==> src/sv/mtep_pkg.sv <==
package mtep_pkg;

  // longest length code, in bytes, for delta times and meta lengths
  localparam int MAX_LEN_BYTES = 4;
  localparam int LB_W = $clog2(MAX_LEN_BYTES + 1);
  localparam int LEN_W = 28;
  localparam int TIME_W = 32;

  // status byte codes
  localparam logic [7:0] ST_META = 8'hFF;
  localparam logic [3:0] HI_NOTE_OFF = 4'h8;
  localparam logic [3:0] HI_NOTE_ON = 4'h9;
  localparam logic [3:0] HI_CTRL = 4'hB;
  localparam logic [3:0] HI_PROG = 4'hC;
  localparam logic [3:0] HI_BEND = 4'hE;

  typedef enum logic [2:0] {
    PH_DELTA = 3'd0,
    PH_STATUS = 3'd1,
    PH_DATA1 = 3'd2,
    PH_DATA2 = 3'd3,
    PH_MTYPE = 3'd4,
    PH_MLEN = 3'd5,
    PH_MDATA = 3'd6
  } phase_t;

  typedef enum logic [1:0] {
    KIND_CHAN = 2'd0,
    KIND_META_HDR = 2'd1,
    KIND_META_DATA = 2'd2,
    KIND_ERROR = 2'd3
  } kind_t;

  typedef enum logic [2:0] {
    EV_OFF = 3'd0,
    EV_ON = 3'd1,
    EV_CTRL = 3'd2,
    EV_PROG = 3'd3,
    EV_BEND = 3'd4,
    EV_META = 3'd5
  } ev_t;

  typedef enum logic [1:0] {
    ERR_NONE = 2'd0,
    ERR_STATUS = 2'd1,
    ERR_OVERLONG = 2'd2
  } err_t;

  // one accepted input word
  typedef struct packed {
    logic [7:0] data_byte;
    logic restart;
  } in_word_t;

  // one result word
  typedef struct packed {
    kind_t kind;
    logic [TIME_W-1:0] abs_time;
    ev_t event_type;
    logic [3:0] channel;
    logic [7:0] param_one;
    logic [7:0] param_two;
    logic [LEN_W-1:0] meta_len;
    logic [7:0] meta_byte;
    logic event_done;
    err_t error_code;
  } res_t;

  // core to output stage
  typedef struct packed {
    logic adv;
    logic vld;
  } res_ctl_t;

endpackage

==> src/sv/mtep_in_reg.sv <==
module mtep_in_reg (
  input  logic clk,
  input  logic rst_n,
  input  logic in_tvalid,
  output logic in_tready,
  input  mtep_pkg::in_word_t in_word,
  input  logic adv,
  output logic word_vld,
  output mtep_pkg::in_word_t word
);

  logic vld_r;
  mtep_pkg::in_word_t word_r;

  // slot frees when the core takes the held word
  assign in_tready = !vld_r || adv;
  assign word_vld = vld_r;
  assign word = word_r;

  always_ff @(posedge clk) begin
    if (!rst_n) begin
      vld_r <= 1'b0;
    end else if (in_tready) begin
      vld_r <= in_tvalid;
    end
  end

  always_ff @(posedge clk) begin
    if (in_tready && in_tvalid) begin
      word_r <= in_word;
    end
  end

endmodule

==> src/sv/mtep_core.sv <==
module mtep_core (
  input  logic clk,
  input  logic rst_n,
  input  logic word_vld,
  input  mtep_pkg::in_word_t word,
  input  logic out_free,
  output mtep_pkg::res_ctl_t ctl,
  output mtep_pkg::res_t res
);

  localparam int LW = mtep_pkg::LEN_W;
  localparam int TW = mtep_pkg::TIME_W;
  localparam int LBW = mtep_pkg::LB_W;

  mtep_pkg::phase_t phase_r, phase_nxt, phase_c;
  logic [TW-1:0] time_r, time_nxt, time_c;
  logic [LW-1:0] acc_r, acc_nxt, acc_c;
  logic [LBW-1:0] lb_r, lb_nxt, lb_c;
  mtep_pkg::ev_t type_r, type_nxt, type_c;
  logic [3:0] ch_r, ch_nxt, ch_c;
  logic [7:0] first_r, first_nxt, first_c;
  logic [LW-1:0] left_r, left_nxt, left_c;
  logic halt_r, halt_nxt, halt_c;

  logic [7:0] b;
  logic [LBW-1:0] seen;
  logic [LW-1:0] acc_sh;
  logic [LW-1:0] left_m;
  logic overlong;
  logic adv;
  logic vld;

  assign b = word.data_byte;
  assign adv = word_vld && out_free;
  assign ctl = '{adv: adv, vld: vld};

  always_comb begin
    // restart clears everything before this byte is handled
    if (word.restart) begin
      phase_c = mtep_pkg::PH_DELTA;
      time_c = '0;
      acc_c = '0;
      lb_c = '0;
      type_c = mtep_pkg::EV_OFF;
      ch_c = '0;
      first_c = '0;
      left_c = '0;
      halt_c = 1'b0;
    end else begin
      phase_c = phase_r;
      time_c = time_r;
      acc_c = acc_r;
      lb_c = lb_r;
      type_c = type_r;
      ch_c = ch_r;
      first_c = first_r;
      left_c = left_r;
      halt_c = halt_r;
    end

    // length code helpers
    seen = lb_c + LBW'(1);
    acc_sh = {acc_c[LW-8:0], b[6:0]};
    overlong = b[7] && (32'(seen) >= mtep_pkg::MAX_LEN_BYTES);
    left_m = left_c - LW'(1);

    phase_nxt = phase_c;
    time_nxt = time_c;
    acc_nxt = acc_c;
    lb_nxt = lb_c;
    type_nxt = type_c;
    ch_nxt = ch_c;
    first_nxt = first_c;
    left_nxt = left_c;
    halt_nxt = halt_c;

    vld = 1'b0;
    res = '0;
    res.abs_time = time_c;

    if (!halt_c) begin
      unique case (phase_c)
        mtep_pkg::PH_DELTA: begin
          acc_nxt = acc_sh;
          if (overlong) begin
            halt_nxt = 1'b1;
            vld = 1'b1;
            res.kind = mtep_pkg::KIND_ERROR;
            res.param_one = b;
            res.error_code = mtep_pkg::ERR_OVERLONG;
          end else if (b[7]) begin
            lb_nxt = seen;
          end else begin
            lb_nxt = '0;
            time_nxt = time_c + TW'(acc_sh);
            acc_nxt = '0;
            phase_nxt = mtep_pkg::PH_STATUS;
          end
        end
        mtep_pkg::PH_STATUS: begin
          ch_nxt = b[3:0];
          phase_nxt = mtep_pkg::PH_DATA1;
          if (b == mtep_pkg::ST_META) begin
            type_nxt = mtep_pkg::EV_META;
            phase_nxt = mtep_pkg::PH_MTYPE;
          end else begin
            unique case (b[7:4])
              mtep_pkg::HI_NOTE_OFF: type_nxt = mtep_pkg::EV_OFF;
              mtep_pkg::HI_NOTE_ON: type_nxt = mtep_pkg::EV_ON;
              mtep_pkg::HI_CTRL: type_nxt = mtep_pkg::EV_CTRL;
              mtep_pkg::HI_PROG: type_nxt = mtep_pkg::EV_PROG;
              mtep_pkg::HI_BEND: type_nxt = mtep_pkg::EV_BEND;
              default: begin
                // unsupported status: report and halt
                halt_nxt = 1'b1;
                phase_nxt = phase_c;
                vld = 1'b1;
                res.kind = mtep_pkg::KIND_ERROR;
                res.channel = b[3:0];
                res.param_one = b;
                res.error_code = mtep_pkg::ERR_STATUS;
              end
            endcase
          end
        end
        mtep_pkg::PH_DATA1: begin
          if (type_c == mtep_pkg::EV_PROG) begin
            phase_nxt = mtep_pkg::PH_DELTA;
            vld = 1'b1;
            res.kind = mtep_pkg::KIND_CHAN;
            res.event_type = type_c;
            res.channel = ch_c;
            res.param_one = b;
            res.event_done = 1'b1;
          end else begin
            first_nxt = b;
            phase_nxt = mtep_pkg::PH_DATA2;
          end
        end
        mtep_pkg::PH_DATA2: begin
          phase_nxt = mtep_pkg::PH_DELTA;
          vld = 1'b1;
          res.kind = mtep_pkg::KIND_CHAN;
          res.event_type = type_c;
          res.channel = ch_c;
          res.param_one = first_c;
          res.param_two = b;
          res.event_done = 1'b1;
        end
        mtep_pkg::PH_MTYPE: begin
          first_nxt = b;
          acc_nxt = '0;
          lb_nxt = '0;
          phase_nxt = mtep_pkg::PH_MLEN;
        end
        mtep_pkg::PH_MLEN: begin
          acc_nxt = acc_sh;
          if (overlong) begin
            halt_nxt = 1'b1;
            vld = 1'b1;
            res.kind = mtep_pkg::KIND_ERROR;
            res.param_one = b;
            res.error_code = mtep_pkg::ERR_OVERLONG;
          end else if (b[7]) begin
            lb_nxt = seen;
          end else begin
            // length complete: header word
            lb_nxt = '0;
            left_nxt = acc_sh;
            vld = 1'b1;
            res.kind = mtep_pkg::KIND_META_HDR;
            res.event_type = mtep_pkg::EV_META;
            res.channel = ch_c;
            res.param_one = first_c;
            if (acc_sh == '0) begin
              phase_nxt = mtep_pkg::PH_DELTA;
              acc_nxt = '0;
              res.event_done = 1'b1;
            end else begin
              phase_nxt = mtep_pkg::PH_MDATA;
              res.meta_len = acc_sh;
            end
          end
        end
        mtep_pkg::PH_MDATA: begin
          left_nxt = left_m;
          vld = 1'b1;
          res.kind = mtep_pkg::KIND_META_DATA;
          res.event_type = mtep_pkg::EV_META;
          res.channel = ch_c;
          res.param_one = first_c;
          res.meta_len = acc_c;
          res.meta_byte = b;
          if (left_m == '0) begin
            res.event_done = 1'b1;
            phase_nxt = mtep_pkg::PH_DELTA;
            acc_nxt = '0;
          end
        end
        default: phase_nxt = mtep_pkg::PH_DELTA;
      endcase
    end
  end

  // parser state, updated as each word passes
  always_ff @(posedge clk) begin
    if (!rst_n) begin
      phase_r <= mtep_pkg::PH_DELTA;
      time_r <= '0;
      acc_r <= '0;
      lb_r <= '0;
      type_r <= mtep_pkg::EV_OFF;
      ch_r <= '0;
      first_r <= '0;
      left_r <= '0;
      halt_r <= 1'b0;
    end else if (adv) begin
      phase_r <= phase_nxt;
      time_r <= time_nxt;
      acc_r <= acc_nxt;
      lb_r <= lb_nxt;
      type_r <= type_nxt;
      ch_r <= ch_nxt;
      first_r <= first_nxt;
      left_r <= left_nxt;
      halt_r <= halt_nxt;
    end
  end

endmodule

==> src/sv/mtep_out_reg.sv <==
module mtep_out_reg (
  input  logic clk,
  input  logic rst_n,
  input  mtep_pkg::res_ctl_t ctl,
  input  mtep_pkg::res_t res,
  input  logic out_tready,
  output logic out_free,
  output logic out_tvalid,
  output mtep_pkg::res_t out_res
);

  logic vld_r;
  mtep_pkg::res_t res_r;

  assign out_free = !vld_r || out_tready;
  assign out_tvalid = vld_r;
  assign out_res = res_r;

  always_ff @(posedge clk) begin
    if (!rst_n) begin
      vld_r <= 1'b0;
    end else if (out_free) begin
      vld_r <= ctl.adv && ctl.vld;
    end
  end

  always_ff @(posedge clk) begin
    if (out_free && ctl.adv && ctl.vld) begin
      res_r <= res;
    end
  end

endmodule

==> src/sv/midi_track_event_parser.sv <==
// Track event parser for a Standard MIDI File track body.
// Input stream: one track byte per word. in_tdata is the raw byte; in_tuser
// is the restart flag, which clears time, parse state and halt before the
// byte is handled.
// Output stream: at most one result word per input byte: channel events,
// meta headers, meta data bytes (one per word) and error reports. out_tuser
// carries the result kind, out_tlast marks the word that completes an event.
// The input register captures each accepted byte; it passes once through the
// parser and its result goes into the output register. Throughput: one byte
// per cycle while the receiver takes results, set by the single state update
// per byte in the parser stage.
// Reset (rst_n low, synchronous): both registers empty, tick count zero,
// parser waiting for a delta time.
// When the receiver stalls, the held result stays in the output register
// and the parser stops; one more byte can wait in the input register, then
// in_tready drops until the receiver takes the held word.
// An error halts the parser: further bytes are accepted and dropped until
// one arrives with restart set.
module midi_track_event_parser (
  input  logic clk,
  input  logic rst_n,
  input  logic in_tvalid,
  output logic in_tready,
  input  logic [7:0] in_tdata,   // [7:0] data_byte
  input  logic [0:0] in_tuser,   // [0] restart
  output logic out_tvalid,
  input  logic out_tready,
  // [31:0] abs_time, [34:32] event_type, [38:35] channel, [46:39] param_one,
  // [54:47] param_two, [82:55] meta_len, [90:83] meta_byte,
  // [92:91] error_code, [95:93] zero
  output logic [95:0] out_tdata,
  output logic out_tlast,        // event_done
  output logic [1:0] out_tuser   // [1:0] kind
);

  mtep_pkg::in_word_t in_word, word;
  logic word_vld;
  logic out_free;
  mtep_pkg::res_ctl_t ctl;
  mtep_pkg::res_t res, out_res;

  assign in_word = '{data_byte: in_tdata, restart: in_tuser[0]};

  mtep_in_reg u_in (
    .clk(clk),
    .rst_n(rst_n),
    .in_tvalid(in_tvalid),
    .in_tready(in_tready),
    .in_word(in_word),
    .adv(ctl.adv),
    .word_vld(word_vld),
    .word(word)
  );

  mtep_core u_core (
    .clk(clk),
    .rst_n(rst_n),
    .word_vld(word_vld),
    .word(word),
    .out_free(out_free),
    .ctl(ctl),
    .res(res)
  );

  mtep_out_reg u_out (
    .clk(clk),
    .rst_n(rst_n),
    .ctl(ctl),
    .res(res),
    .out_tready(out_tready),
    .out_free(out_free),
    .out_tvalid(out_tvalid),
    .out_res(out_res)
  );

  // pack result word
  assign out_tdata = {3'b000, out_res.error_code, out_res.meta_byte, out_res.meta_len,
                      out_res.param_two, out_res.param_one, out_res.channel,
                      out_res.event_type, out_res.abs_time};
  assign out_tlast = out_res.event_done;
  assign out_tuser = out_res.kind;

endmodule
==> config.mk <==
export PLATFORM = sky130hd
export DESIGN_NAME = midi_track_event_parser
export DESIGN_NICKNAME = d
export VERILOG_FILES = /design/src/sv/mtep_pkg.sv /design/src/sv/mtep_in_reg.sv /design/src/sv/mtep_core.sv /design/src/sv/mtep_out_reg.sv /design/src/sv/midi_track_event_parser.sv
export SDC_FILE = /design/constraint.sdc
export NUM_CORES = 1
export LEC_CHECK = 0
export ABC_AREA = 1
export BUFFER_PORTS_ARGS = -buffer_cell sky130_fd_sc_hd__buf_2
export CORE_ASPECT_RATIO = 0.6
export CORE_MARGIN = 3
export CORE_UTILIZATION = 45
export DETAILED_ROUTE_END_ITERATION = 7
export GPL_ROUTABILITY_DRIVEN = 0
export PLACE_DENSITY_LB_ADDON = 0.1
export SETUP_SLACK_MARGIN = 0.3
export SLEW_MARGIN = 40
export SYNTH_ARGS = -nofsm -noshare
export SYNTH_HDL_FRONTEND = slang
export SYNTH_SLANG_ARGS = --single-unit
==> constraint.sdc <==
create_clock -name clk -period 16.39 [get_ports clk]
set_input_delay 4.917 -clock clk [delete_from_list [all_inputs] [get_ports clk]]
set_output_delay 4.917 -clock clk [all_outputs]
set_load 0.05 [all_outputs]
==> flow_summary.yaml <==
detailed_routing:
  drt-wirelength-per-cell_um: 18.4
  ant_nets: 0
  wl_um: 42300
  avgViaCountPerCell: 5.66
  dr.pass1.iters: 5
  via_count: 13000
  drt_iter0_markers: 1766
  drc: 0
global_routing:
  grt_first_pass_wirelength_um: 66500
  track_usage_pct: 26.6
  overflow: 0
  antenna_found_initial: 0
  grt_pass1_vias: 11700
  grt_max_degree: 81
placement:
  dp_cells: 2262
  portBuffers: 110
  dpl.hpwl_um: 29000
critical_path:
  cpMostUsedCell: "buf_2"
  crit_arrival_ns: 5.40
  r2r_cells: 15
  worstPathRequired_ns: 11.47
  startpoint_type: "input port"
  r2r-start: "u_in.word[0]"
  crit_fanout: 3
  cp-end-kind: "output pin"
  timing.rr.end: "u_out.out_res[2]"
  crit_slowest_cell: "buf_2"
  cp_cell_sequence: "buf_2 -> inv_1 -> nand3_1 -> buf_2"
  r2r_setup_slack_ns: 12.06
  critPathBufInv: 3
  critPathKind: "in -> out"
  slowest_delay_ns: 0.27
  crit_family: "buffers and inverters"
cts:
  clkLatencyLatePin_ns: 0.54
  cts_root_buf: "clkbuf_16"
  clk_path_buf_depth: 3
  clk_pin_slew_worst_paths_ns: 0.06
  clkSinkCount: 217
  cts_buffers: 23
  cts-resized-gates: 0
  cts_setup_buffers: 0
  htree_levels: 1
  cts_tree: "built"
  hold_buffers: 0
finish:
  antennaDiodeCount: 0
  fin_cells: 2304
  synthToLayoutAreaGrowth_pct: 11.7
  layout.cells.most_common_list: "nand2_1 (460), nor2_1 (225), inv_1 (223)"
  drive_gt1_share_pct: 10.8
  layout_commonest_cell: "nand2_1"
  nets: 1965
  final_util_pct: 52.2
synth:
  ys_seq_elements: 217
  syn-cell-area_mm2: 0.0131
  seq_area_frac_synth_pct: 41.1
  synth_warnings: 0
  postSynthCellCount: 1855
  synthDistinctLibCells: 49
  syn_area_per_cell_um2: 7.07
run_status:
  status: "complete, no violations"
run:
  drv_cap: 0
floorplan:
  die_y_um: 138
  start_util_pct: 46.7
  rows: 47
  coreArea_mm2: 0.0281
  ioPinCount: 114
  die_w_um: 226
  fp.dieArea_mm2: 0.0313
hold_path:
  hp-class: "reg -> reg"
  hold_depth: 2
  min_from: "u_core.time_r[7]"
  hold-path-endpoint: "u_core.time_r[7]"
power_and_ir_drop:
  leakagePower_nw: 6.35
  finalPower_mw: 1.32
  ir_drop_uv: 60.8
  power.density_mw_per_mm2: 89.7
timing:
  whs_ns: 0.465
  fin_crit_ns: 10.31
  finalSetupViolations: 0
  rsz0062_at_grt: "no"
  fin_setup_tns_ns: 0
  skew_ns: 0.0183
  slew_headroom_pct: 42.7
  hold_viol: 0
  worst_slew_pin_slew_ns: 0.856
  fin_crit_sh_pct: 62.9
  fmax_mhz: 97.0
  slew_viol_final: 0
==> cells by family after synthesis <==
| kind of cell | after synthesis | synth area share, % |
|---|---|---|
| buffers and inverters | 323 | 9.72 |
| adder cells (fa/ha/maj) | 32 | 3.11 |
| flip-flops | 217 | 41.1 |
| XOR/XNOR | 27 | 1.80 |
| AO/OA/AOI/OAI | 454 | 19.5 |
| other | 1 | 0.0286 |
| AND/OR/NAND/NOR | 801 | 24.8 |
==> layout make-up <==
cell class / count / area [um^2]
clock buffers: 24 / 589
clock inverters: 18 / 189
fillers: 2781 / 13400
inverters: 238 / 893
multi-input cells: 1317 / 6480
flip-flops and latches: 217 / 5400
well taps: 367 / 459
repair buffers: 123 / 656
==> per-stage QoR <==
stage	area [um^2]	worst slack (ns)
CTS	14700	6.07
detailed placement	13900	6.07
global placement	13900	6.07
finish	14700	6.08
floorplan	13100	3.74
global route	14700	5.99
==> synth_stat cells, drive strengths merged <==
cell type / n / area share [%]
clkinv: 4 / 0.11
a221oi: 7 / 0.47
fa: 1 / 0.15
inv: 234 / 6.7
a21o: 5 / 0.29
xnor2: 7 / 0.47
a31oi: 11 / 0.52
o221a: 2 / 0.17
o41ai: 1 / 0.067
a21boi: 4 / 0.23
nor4: 4 / 0.19
dfxtp: 112 / 17
a31o: 1 / 0.067
nor2: 244 / 7.6
nand4: 15 / 0.72
o21a: 3 / 0.17
a21oi: 222 / 8.5
o21bai: 4 / 0.23
nand2: 467 / 13
edfxtp: 105 / 24
ha: 31 / 3.0
o211ai: 11 / 0.63
a32oi: 1 / 0.067
a211oi: 2 / 0.11
nor3: 17 / 0.65
o2111ai: 2 / 0.13
xor2: 20 / 1.3
a22oi: 11 / 0.63
a41oi: 1 / 0.067
or2: 4 / 0.19
clkbuf: 51 / 1.5
buf: 34 / 1.4
o21ai: 124 / 4.8
nand3: 50 / 2.0
conb: 1 / 0.029
o311ai: 2 / 0.13
o221ai: 18 / 1.2
o22ai: 22 / 1.0
==> per-layer routing <==
metal / track usage [%] / vias up / share of wire (%)
met5: 0 / - / 0
met1: 43.2 / 6051 / 49
met3: 4.26 / 49 / 9.7
li1: - / 6295 / -
met4: 4.91 / 0 / 1.7
met2: 36.9 / 643 / 39
==> worst register-to-register path, cell delays in order, from the launching register on <==
cell and delay, ns:
edfxtp_1 0.32, buf_4 0.61, inv_2 0.10, buf_6 0.35, nand2_1 0.24, ha_1 0.25, nand3_2 0.17, nor2_1 0.26
nand2_1 0.16, nor2_1 0.16, xor2_1 0.22, nand2_1 0.09, nor2_1 0.16, nand3_2 0.60, nor2_1 0.28, o21a_1 0.21
==> sequential cells by signal, summed over array words and instances (netlist names) <==
| signal | count |
|---|---|
| u_in.word | 9 |
| u_out.out_res | 96 |
| u_core.first_r | 8 |
| u_core.left_r | 28 |
| u_core.time_r | 32 |
| u_out.out_tvalid | 1 |
| u_in.word_vld | 1 |
| u_core.lb_r | 3 |
| u_core.type_r | 3 |
| u_core.acc_r | 28 |
| u_core.halt_r | 1 |
| u_core.ch_r | 4 |
| u_core.phase_r | 3 |
==> where the power goes <==
part           switching (mW)  leakage, nW  internal [mW]
clock                   0.236        0.374          0.312
combinational           0.127         4.25         0.0444
sequential             0.0120         1.73          0.584
total                   0.375         6.35          0.941
==> worst max path at each step <==
stage	end	slack [ns]	start	depth (start not counted)
2_1_floorplan	u_out.out_res[0]	3.74	out_tready	5
3_3_place_gp	in_tready	6.07	out_tready	4
3_5_place_dp	in_tready	6.07	out_tready	4
4_1_cts	in_tready	6.07	out_tready	4
5_1_grt	in_tready	5.99	out_tready	4
6_report	in_tready	6.08	out_tready	4
No activity file was read; power rests on OpenSTA's default activity.
